## config.mk

```make
export PLATFORM = sky130hd
export DESIGN_NAME = rejection_sample_base769
export DESIGN_NICKNAME = d
export VERILOG_FILES = /design/src/rtl/core/rs769_pkg.sv /design/src/rtl/core/rs769_splitter.sv /design/src/rtl/core/rejection_sample_base769.sv
export SDC_FILE = /design/constraint.sdc
export NUM_CORES = 1
export LEC_CHECK = 0
export BUFFER_PORTS_ARGS = -buffer_cell sky130_fd_sc_hd__buf_2
export CAP_MARGIN = 5
export CORE_MARGIN = 10
export CORE_UTILIZATION = 55
export CTS_CLUSTER_DIAMETER = 80
export CTS_CLUSTER_SIZE = 12
export DETAILED_ROUTE_END_ITERATION = 8
export PLACE_DENSITY = 0.83
export SYNTH_ARGS = -nofsm -noshare
export SYNTH_HDL_FRONTEND = slang
export SYNTH_SLANG_ARGS = --single-unit
```

## constraint.sdc

```tcl
create_clock -name clk -period 7.7 [get_ports clk]
set_input_delay 0.385 -clock clk [delete_from_list [all_inputs] [get_ports clk]]
set_output_delay 0.385 -clock clk [all_outputs]
set_load 0.02 [all_outputs]
```

## src/rtl/core/rs769_pkg.sv

```systemverilog
`timescale 1ns / 1ps

package rs769_pkg;

    localparam int COEFF_W   = 10;
    localparam int IDX_W     = 10;
    localparam int WORD_W    = 48;
    localparam int BYTE_W    = 8;
    localparam int SMALL_W   = 39;
    localparam int DIG_CNT_W = 3;
    localparam int BIW_W     = 3;
    localparam int GC_W      = 8;

    // Modulus and the rejection bounds.
    localparam logic [COEFF_W-1:0] Q        = 10'd769;
    localparam logic [WORD_W-1:0]  Q5       = 48'd268925323054849;
    localparam logic [SMALL_W-1:0] Q4       = 39'd349707832321;
    localparam logic [GC_W-1:0]    GROUPS   = 8'd204;
    localparam logic [IDX_W-1:0]   LAST_IDX = 10'd1023;
    localparam logic [IDX_W-1:0]   TAIL_IDX = 10'd1020;

    // Digit counts of the two word kinds.
    localparam logic [DIG_CNT_W-1:0] BIG_DIGITS   = 3'd5;
    localparam logic [DIG_CNT_W-1:0] SMALL_DIGITS = 3'd4;

    // Byte positions that close a word.
    localparam logic [BIW_W-1:0] BIG_LAST_BYTE   = 3'd5;
    localparam logic [BIW_W-1:0] SMALL_LAST_BYTE = 3'd4;

    // Division of an 18-bit partial remainder by 769: the quotient is
    // (v * RECIP_M) >> RECIP_SHIFT, exact for every v below 769 * 256.
    localparam int                STEP_W      = COEFF_W + BYTE_W;
    localparam int                RECIP_W     = 19;
    localparam logic [RECIP_W-1:0] RECIP_M    = 19'd349071;
    localparam int                RECIP_SHIFT = 28;
    localparam int                PROD_W      = STEP_W + RECIP_W;

    typedef enum logic [1:0] {
        PH_BIG,
        PH_SKIP,
        PH_SMALL,
        PH_DONE
    } phase_t;

    typedef enum logic [1:0] {
        SP_IDLE,
        SP_DIV,
        SP_EMIT
    } split_state_t;

    typedef struct packed {
        logic                 start;
        logic [WORD_W-1:0]    word;
        logic [DIG_CNT_W-1:0] count;
        logic [IDX_W-1:0]     first_idx;
    } split_req_t;

endpackage

```

## src/rtl/core/rs769_splitter.sv

```systemverilog
`timescale 1ns / 1ps

module rs769_splitter
(
    input  logic                   clk,
    input  logic                   rst_n,
    input  rs769_pkg::split_req_t  req,
    output logic                   idle,
    output logic                   out_valid,
    input  logic                   out_ready,
    output logic [9:0]             coeff,
    output logic [9:0]             coeff_index,
    output logic                   run_last,
    output logic                   poly_done
);

    import rs769_pkg::*;

    split_state_t         state_reg, state_next;
    logic [WORD_W-1:0]    x_reg, x_next;
    logic [COEFF_W-1:0]   rem_reg, rem_next;
    logic [2:0]           byte_cnt_reg, byte_cnt_next;
    logic [DIG_CNT_W-1:0] digit_cnt_reg, digit_cnt_next;
    logic [DIG_CNT_W-1:0] count_reg, count_next;
    logic [IDX_W-1:0]     idx_reg, idx_next;

    logic                 out_valid_reg, out_valid_next;
    logic [COEFF_W-1:0]   coeff_reg, coeff_next;
    logic [IDX_W-1:0]     index_reg, index_next;
    logic                 run_last_reg, run_last_next;
    logic                 poly_done_reg, poly_done_next;

    logic [STEP_W-1:0]    step_val;
    logic [PROD_W-1:0]    step_prod;
    logic [BYTE_W-1:0]    step_q;
    logic [STEP_W-1:0]    step_qq;
    logic [STEP_W-1:0]    step_r;
    logic                 slot_free;
    logic                 last_digit;

    // One byte of long division by 769, most significant byte first.
    always_comb
    begin
        step_val  = {rem_reg, x_reg[WORD_W-1 -: BYTE_W]};
        step_prod = PROD_W'(step_val) * PROD_W'(RECIP_M);
        step_q    = step_prod[RECIP_SHIFT +: BYTE_W];
        step_qq   = (STEP_W'(step_q) << 9) + (STEP_W'(step_q) << 8) + STEP_W'(step_q);
        step_r    = step_val - step_qq;
    end

    assign slot_free  = !out_valid_reg || out_ready;
    assign last_digit = (digit_cnt_reg == (count_reg - 3'd1));

    always_comb
    begin
        state_next = state_reg;
        unique case (state_reg)
            SP_IDLE:
            begin
                if (req.start)
                begin
                    state_next = SP_DIV;
                end
            end
            SP_DIV:
            begin
                if (byte_cnt_reg == 3'd5)
                begin
                    state_next = SP_EMIT;
                end
            end
            SP_EMIT:
            begin
                if (slot_free)
                begin
                    state_next = last_digit ? SP_IDLE : SP_DIV;
                end
            end
            default:
            begin
                state_next = SP_IDLE;
            end
        endcase
    end

    always_comb
    begin
        x_next         = x_reg;
        rem_next       = rem_reg;
        byte_cnt_next  = byte_cnt_reg;
        digit_cnt_next = digit_cnt_reg;
        count_next     = count_reg;
        idx_next       = idx_reg;
        out_valid_next = out_valid_reg && !out_ready;
        coeff_next     = coeff_reg;
        index_next     = index_reg;
        run_last_next  = run_last_reg;
        poly_done_next = poly_done_reg;
        unique case (state_reg)
            SP_IDLE:
            begin
                if (req.start)
                begin
                    x_next         = req.word;
                    rem_next       = '0;
                    byte_cnt_next  = '0;
                    digit_cnt_next = '0;
                    count_next     = req.count;
                    idx_next       = req.first_idx;
                end
            end
            SP_DIV:
            begin
                x_next        = {x_reg[WORD_W-BYTE_W-1:0], step_q};
                rem_next      = step_r[COEFF_W-1:0];
                byte_cnt_next = byte_cnt_reg + 3'd1;
            end
            SP_EMIT:
            begin
                if (slot_free)
                begin
                    out_valid_next = 1'b1;
                    coeff_next     = rem_reg;
                    index_next     = idx_reg;
                    run_last_next  = last_digit;
                    poly_done_next = (idx_reg == LAST_IDX);
                    rem_next       = '0;
                    byte_cnt_next  = '0;
                    digit_cnt_next = digit_cnt_reg + 3'd1;
                    idx_next       = idx_reg + 10'd1;
                end
            end
            default:
            begin
            end
        endcase
    end

    always_ff @(posedge clk or negedge rst_n)
    begin
        if (!rst_n)
        begin
            state_reg     <= SP_IDLE;
            out_valid_reg <= 1'b0;
        end
        else
        begin
            state_reg     <= state_next;
            out_valid_reg <= out_valid_next;
        end
    end

    always_ff @(posedge clk)
    begin
        x_reg         <= x_next;
        rem_reg       <= rem_next;
        byte_cnt_reg  <= byte_cnt_next;
        digit_cnt_reg <= digit_cnt_next;
        count_reg     <= count_next;
        idx_reg       <= idx_next;
        coeff_reg     <= coeff_next;
        index_reg     <= index_next;
        run_last_reg  <= run_last_next;
        poly_done_reg <= poly_done_next;
    end

    assign idle        = (state_reg == SP_IDLE);
    assign out_valid   = out_valid_reg;
    assign coeff       = coeff_reg;
    assign coeff_index = index_reg;
    assign run_last    = run_last_reg;
    assign poly_done   = poly_done_reg;

`ifndef NO_ASSERTIONS
    // A new word is only handed over while the unit is free.
    assert property (@(posedge clk) disable iff (!rst_n)
        req.start |-> state_reg == SP_IDLE)
        else $error("split request while busy");

    // The running remainder of the long division stays a valid residue.
    assert property (@(posedge clk) disable iff (!rst_n)
        state_reg != SP_IDLE |-> rem_reg < Q)
        else $error("division remainder out of range");

    // The digit counter never passes the number of digits requested.
    assert property (@(posedge clk) disable iff (!rst_n)
        state_reg != SP_IDLE |-> digit_cnt_reg < count_reg)
        else $error("digit count overrun");

    // The final coefficient is always the last one of its word.
    assert property (@(posedge clk) disable iff (!rst_n)
        out_valid_reg && poly_done_reg |-> run_last_reg)
        else $error("poly_done without run_last");

    // Leaving the emit state to idle only happens after the last digit.
    assert property (@(posedge clk) disable iff (!rst_n)
        state_reg == SP_EMIT && state_next == SP_IDLE |=> out_valid_reg && run_last_reg)
        else $error("unit went idle before its last digit");
`endif

endmodule

```

## src/rtl/core/rejection_sample_base769.sv

```systemverilog
`timescale 1ns / 1ps

// Uniform sampler modulo 769. The input channel (in_valid / in_ready) carries
// one stream byte per beat in xof_byte; start_req high on a beat restarts the
// block so that this byte is the first of a new polynomial's stream.
// The output channel (out_valid / out_ready) carries one coefficient per beat
// with its position, run_last on the last coefficient caused by one input
// beat, and poly_done on coefficient 1023.
// A byte that does not complete a kept word leaves the digit unit idle, so
// in_ready stays high. A byte that completes a kept word starts the shared
// digit unit, which divides by 769 one byte per cycle through a reciprocal
// multiply: each digit takes a division step for each byte of the word and
// then an emit step. in_ready returns once the last digit is in the output
// register, after five digits for a big word and four for the final small
// word.
// If the receiver stalls, the finished coefficient waits in the output
// register and the digit unit holds in its emit step until it is taken.
// After reset the block behaves as if a start had been seen; it takes no
// clearing pass. Bytes after the polynomial is complete are taken and
// dropped until the next start.
module rejection_sample_base769
#(
    parameter int BIG_BLOCK_BYTES = 1368
)
(
    input  logic       clk,
    input  logic       rst_n,
    input  logic       in_valid,
    output logic       in_ready,
    input  logic [7:0] xof_byte,
    input  logic       start_req,
    output logic       out_valid,
    input  logic       out_ready,
    output logic [9:0] coeff,
    output logic [9:0] coeff_index,
    output logic       run_last,
    output logic       poly_done
);

    import rs769_pkg::*;

    localparam int POS_W  = $clog2(BIG_BLOCK_BYTES);
    localparam int USABLE = (BIG_BLOCK_BYTES / 6) * 6;
    localparam logic [POS_W-1:0] LAST_POS = POS_W'(BIG_BLOCK_BYTES - 1);
    localparam logic [POS_W:0]   USABLE_L = (POS_W + 1)'(USABLE);

    phase_t            phase_reg, phase_next;
    logic [POS_W-1:0]  block_pos_reg, block_pos_next;
    logic [WORD_W-1:0] word_acc_reg, word_acc_next;
    logic [BIW_W-1:0]  byte_in_word_reg, byte_in_word_next;
    logic [GC_W-1:0]   group_count_reg, group_count_next;

    // Values seen by the current beat, after a possible restart.
    phase_t            ph_eff;
    logic [POS_W-1:0]  pos_eff;
    logic [WORD_W-1:0] acc_eff;
    logic [BIW_W-1:0]  biw_eff;
    logic [GC_W-1:0]   gc_eff;

    logic              accept;
    logic [POS_W-1:0]  pos_inc;
    logic              in_window;
    logic [WORD_W-1:0] acc_ins;
    logic              big_done;
    logic              small_done;
    logic              big_keep;
    logic              small_keep;
    logic [GC_W-1:0]   gc_inc;
    logic              last_group;

    split_req_t        req;
    logic              unit_idle;

    assign accept   = in_valid && in_ready;
    assign in_ready = unit_idle;

    always_comb
    begin
        ph_eff  = start_req ? PH_BIG : phase_reg;
        pos_eff = start_req ? '0 : block_pos_reg;
        acc_eff = start_req ? '0 : word_acc_reg;
        biw_eff = start_req ? '0 : byte_in_word_reg;
        gc_eff  = start_req ? '0 : group_count_reg;
    end

    // Byte lanes of the gathered word are zero until written, so placing the
    // byte into its lane is the same as OR-ing it in.
    always_comb
    begin
        acc_ins = acc_eff;
        for (int i = 0; i < 6; i++)
        begin
            if (biw_eff == BIW_W'(i))
            begin
                acc_ins[i*BYTE_W +: BYTE_W] = xof_byte;
            end
        end
    end

    always_comb
    begin
        pos_inc    = (pos_eff == LAST_POS) ? '0 : pos_eff + POS_W'(1);
        in_window  = ({1'b0, pos_eff} < USABLE_L);
        big_done   = (biw_eff == BIG_LAST_BYTE);
        small_done = (biw_eff == SMALL_LAST_BYTE);
        big_keep   = (acc_ins < Q5);
        small_keep = (acc_ins[SMALL_W-1:0] < Q4);
        gc_inc     = gc_eff + 8'd1;
        last_group = in_window && big_done && big_keep && (gc_inc == GROUPS);
    end

    // Phase sequencing.
    always_comb
    begin
        phase_next = phase_reg;
        if (accept)
        begin
            unique case (ph_eff)
                PH_BIG:
                begin
                    if (last_group)
                    begin
                        phase_next = (pos_inc == '0) ? PH_SMALL : PH_SKIP;
                    end
                    else
                    begin
                        phase_next = PH_BIG;
                    end
                end
                PH_SKIP:
                begin
                    phase_next = (pos_inc == '0) ? PH_SMALL : PH_SKIP;
                end
                PH_SMALL:
                begin
                    phase_next = (small_done && small_keep) ? PH_DONE : PH_SMALL;
                end
                PH_DONE:
                begin
                    phase_next = PH_DONE;
                end
                default:
                begin
                    phase_next = PH_BIG;
                end
            endcase
        end
    end

    // Word gathering, block position and hand-over to the digit unit.
    always_comb
    begin
        block_pos_next    = block_pos_reg;
        word_acc_next     = word_acc_reg;
        byte_in_word_next = byte_in_word_reg;
        group_count_next  = group_count_reg;
        req.start         = 1'b0;
        req.word          = acc_ins;
        req.count         = BIG_DIGITS;
        req.first_idx     = IDX_W'({gc_eff, 2'b00}) + IDX_W'(gc_eff);
        if (accept)
        begin
            block_pos_next    = pos_eff;
            word_acc_next     = acc_eff;
            byte_in_word_next = biw_eff;
            group_count_next  = gc_eff;
            unique case (ph_eff)
                PH_BIG:
                begin
                    block_pos_next = pos_inc;
                    if (in_window)
                    begin
                        if (big_done)
                        begin
                            word_acc_next     = '0;
                            byte_in_word_next = '0;
                            if (big_keep)
                            begin
                                req.start        = 1'b1;
                                group_count_next = gc_inc;
                            end
                        end
                        else
                        begin
                            word_acc_next     = acc_ins;
                            byte_in_word_next = biw_eff + 3'd1;
                        end
                    end
                end
                PH_SKIP:
                begin
                    block_pos_next = pos_inc;
                end
                PH_SMALL:
                begin
                    req.count     = SMALL_DIGITS;
                    req.first_idx = TAIL_IDX;
                    req.word      = {{(WORD_W-SMALL_W){1'b0}}, acc_ins[SMALL_W-1:0]};
                    if (small_done)
                    begin
                        word_acc_next     = '0;
                        byte_in_word_next = '0;
                        req.start         = small_keep;
                    end
                    else
                    begin
                        word_acc_next     = acc_ins;
                        byte_in_word_next = biw_eff + 3'd1;
                    end
                end
                PH_DONE:
                begin
                end
                default:
                begin
                end
            endcase
        end
    end

    always_ff @(posedge clk or negedge rst_n)
    begin
        if (!rst_n)
        begin
            phase_reg        <= PH_BIG;
            block_pos_reg    <= '0;
            word_acc_reg     <= '0;
            byte_in_word_reg <= '0;
            group_count_reg  <= '0;
        end
        else
        begin
            phase_reg        <= phase_next;
            block_pos_reg    <= block_pos_next;
            word_acc_reg     <= word_acc_next;
            byte_in_word_reg <= byte_in_word_next;
            group_count_reg  <= group_count_next;
        end
    end

    rs769_splitter u_splitter
    (
        .clk         (clk),
        .rst_n       (rst_n),
        .req         (req),
        .idle        (unit_idle),
        .out_valid   (out_valid),
        .out_ready   (out_ready),
        .coeff       (coeff),
        .coeff_index (coeff_index),
        .run_last    (run_last),
        .poly_done   (poly_done)
    );

endmodule

```

==> results.rst <==
.. list-table::
   :header-rows: 1

   * - Metric
     - Value
   * - Netlist cell types
     - 76
   * - Cell family with most CP delay
     - adder cells
   * - Share of the synthesized area in compound gates (AO/OA/AOI/OAI)
     - about 14%
   * - Cell count along the critical path
     - 26
   * - Count of final max-slew check failures
     - 0
   * - Core region area
     - approximately 27000 µm²
   * - Total of max-cap violations
     - 0
   * - Number of storage elements in the synthesis netlist
     - about 170
   * - Filler cell count
     - around 2000
   * - Number of cells in the design after placement
     - roughly 1800
   * - Clock buffer count from CTS
     - 17
   * - Routed wl met2
     - ~18000 µm
   * - Starting density of the core
     - between 50% and 60%
   * - Synthesized netlist cell count
     - approximately 1500
   * - Final cycle utilization of the critical path
     - between 90 and 100%
   * - Top FF cell, synth
     - sky130_fd_sc_hd__edfxtp_1
   * - Commonest non-fill, non-tap cell in the layout
     - sky130_fd_sc_hd__inv_1
   * - Starting DRT DRC Count
     - 1112
   * - Sum of overflow across all layers after global routing
     - 0
   * - Final weighted congestion in routability-driven placement
     - 0.960
   * - Clock-pin slew of the registers on the worst-case setup and hold paths
     - 0.08 ns
   * - Highest fanout seen on the critical path
     - 4
   * - Post-DR wirelength/cell
     - ~20 µm
   * - Fin Clk Skew
     - a little over 0.02 ns
   * - Clock root buffer
     - sky130_fd_sc_hd__clkbuf_16
   * - Final setup violating endpoints
     - 0
   * - Final non-filler cell area
     - around 16000 µm²
   * - Layout cells sized above 1
     - a little under a tenth
   * - Net count, final
     - ~1800
   * - Height of the die
     - approximately 180 µm
   * - Number of iterations in the first detailed-routing pass
     - 6
   * - Startpoint-to-endpoint class of the critical path
     - flop to flop
   * - Antenna violation net count after detailed routing
     - 0
   * - DRT Wirelength
     - 37200 µm
   * - Main combinational cell family by area after synthesis
     - adder cells
   * - Detailed Place HPWL
     - between 20000 and 30000 µm
   * - Ys Warns
     - 0
   * - Share of synthesized cell area in full adder, half adder and majority cells
     - 30.9%
   * - Mux contribution to synthesized area
     - less than 1%
   * - Synthesized-area fraction occupied by xor and xnor cells
     - ~2.5%
   * - Worst setup slack before clock tree synthesis
     - -0.105 ns
   * - Routed via count
     - approximately 11000
   * - I/O pin count
     - 37
   * - Count of flip-flops with a built-in enable after synthesis
     - 97
   * - Average size of a mapped cell
     - ~10 µm²
   * - Overall track demand over capacity in global routing
     - 22.0%
   * - Highest-delay cell along the critical path
     - sky130_fd_sc_hd__fa_1
   * - Seq/Total Area, Yosys
     - 32.1%
   * - DRT met1 WL
     - 15200 µm
   * - Class of the tightest hold or removal check
     - primary input to async pin
   * - Largest net degree at the start of global routing
     - 76
   * - Final hold slack
     - 0.104 ns
   * - Highest-count cells in the layout ignoring fill and taps
     - 238 x sky130_fd_sc_hd__inv_1, 185 x sky130_fd_sc_hd__ha_1, 120 x sky130_fd_sc_hd__nor2_1
   * - H-Tree Level Count
     - 4
   * - Share of flip-flops with an asynchronous set or reset after synthesis
     - between 40% and 50%
   * - PortBufs
     - 36
   * - Insertion delay of the later-clocked pin in the worst-skew pair
     - roughly 0.44 ns
   * - CTS tree
     - built
   * - Count of cells along the worst register-to-register path
     - 26
   * - Post-Synth Simple-Gate Area
     - a little under an eighth
   * - Growth of design area from synthesis to finish
     - 9.13%
   * - Number of DRC violations after detailed routing
     - 0
   * - Largest buffer count on any clock path
     - 2
   * - Storage cell area
     - ~4800 µm²
   * - Vias in the first global route
     - ~12000
   * - Non-Filler Instances
     - 1872
   * - Horizontal extent of the die
     - 185 µm
   * - Die area
     - roughly 34000 µm²
   * - Sum of met3 wire segment lengths after detailed routing
     - 2680 µm
   * - Instance area at placement
     - 15500 µm²
   * - Slew HR
     - about 25%
   * - Slew @ Worst Pin
     - approximately 1.1 ns
   * - Required time of the critical path
     - roughly 8 ns
   * - Sort of element at the start of the critical path
     - flop
   * - Run status
     - finished, final reports clean
   * - Post-layout minimum cycle time
     - 7.52 ns
   * - Final hold viol count
     - 0
   * - Synthesized area
     - ~15000 µm²
   * - Highest metal layer with signal wires
     - met4
   * - Max incr delay on CP
     - approximately 0.58 ns
   * - Std cell rows
     - 60
   * - Achievable Freq
     - roughly 130 MHz
   * - Vias per cell
     - a little over 6
   * - Post-layout worst setup margin
     - between 0.15 and 0.2 ns
   * - Clock Sinks
     - approximately 170
   * - Synthesized net count
     - 1803
   * - Endpoint kind of the worst setup timing path
     - flop
   * - Buffers & Inverters on Critical Path
     - 5
   * - Multi-input gate area in the final layout
     - 9130 µm²
   * - Wire length of the first global-routing pass
     - roughly 60000 µm
   * - Worst endpoint data arrival time
     - 7.71 ns
   * - Number of antenna violations at the first check in global routing
     - 0
## kinds of logic after synthesis
logic type                 Yosys count
DFF                                172
adders and majority gates          300
muxes                               13
xor gates and xnor gates            41
AOI/OAI and AO/OA                  301
buffers and inverters              293
and+or+nand+nor                    370
## Yosys cell counts, drive strengths merged (13+ instances only)
cell | instances | area share [%]
inv | 239 | 6.0
ha | 186 | 16
nor2 | 124 | 3.1
fa | 114 | 15
nand2 | 106 | 2.7
edfxtp | 97 | 20
dfrtp | 75 | 13
o21ai | 69 | 2.3
a21oi | 64 | 2.2
a22o | 46 | 2.7
clkbuf | 34 | 0.86
a32o | 30 | 2.0
nand3 | 26 | 0.87
xnor2 | 25 | 1.5
nor3 | 23 | 0.77
buf | 20 | 0.83
nor2b | 19 | 0.85
a31oi | 16 | 0.71
xor2 | 15 | 0.88
and3 | 13 | 0.55
nand2b | 13 | 0.60
## routing by layer
metal / global-route usage, % / up-vias
met5: 0 / -
met4: 7.18 / 0
met3: 4.39 / 98
met2: 36.9 / 539
met1: 28.0 / 5615
li1: - / 5176
## final cells by class
class	count	area share, %
sequential	172	29.4
tap	341	2.62
inverter	239	5.51
antenna	1	0.0154
clock inverter	14	1.18
clock buffer	18	2.77
multi-input combinational	1025	56.1
timing repair buffer	62	2.32
## per-stage QoR
step / setup TNS [ns] / utilization, %
after detailed placement: -0.185 / 57.7
after global placement: 0 / 57.7
final: 0 / 60.7
after floorplan: 0 / -
after global routing: -0.250 / 60.7
after CTS: 0 / 60.1
## path summary, 6_finish.rpt
kind	start	slack (ns)	endpoint
hold / removal	rst_n	0.10	block_pos_reg[3]
max in group asynchronous	rst_n	6.92	u_splitter.state_reg[0]
hold reg to reg	word_acc_reg[28]	0.49	word_acc_reg[28]
setup reg to reg	u_splitter.rem_reg[8]	0.18	u_splitter.rem_reg[9]
setup / recovery	u_splitter.rem_reg[8]	0.18	u_splitter.rem_reg[9]
min in group clk	out_ready	0.31	u_splitter.out_valid
## what timing repair did
item | 4_1_cts | 5_1_grt
hold buffers | 0 | 0
gates resized for setup | 3 | 23
endpoints found under the setup margin | 3 | 5
buffers inserted | 0 | 4
pin swaps | 0 | 6
Power is not shown: default switching activity piles up to over one toggle a cycle in this logic, so the estimate is an artifact.
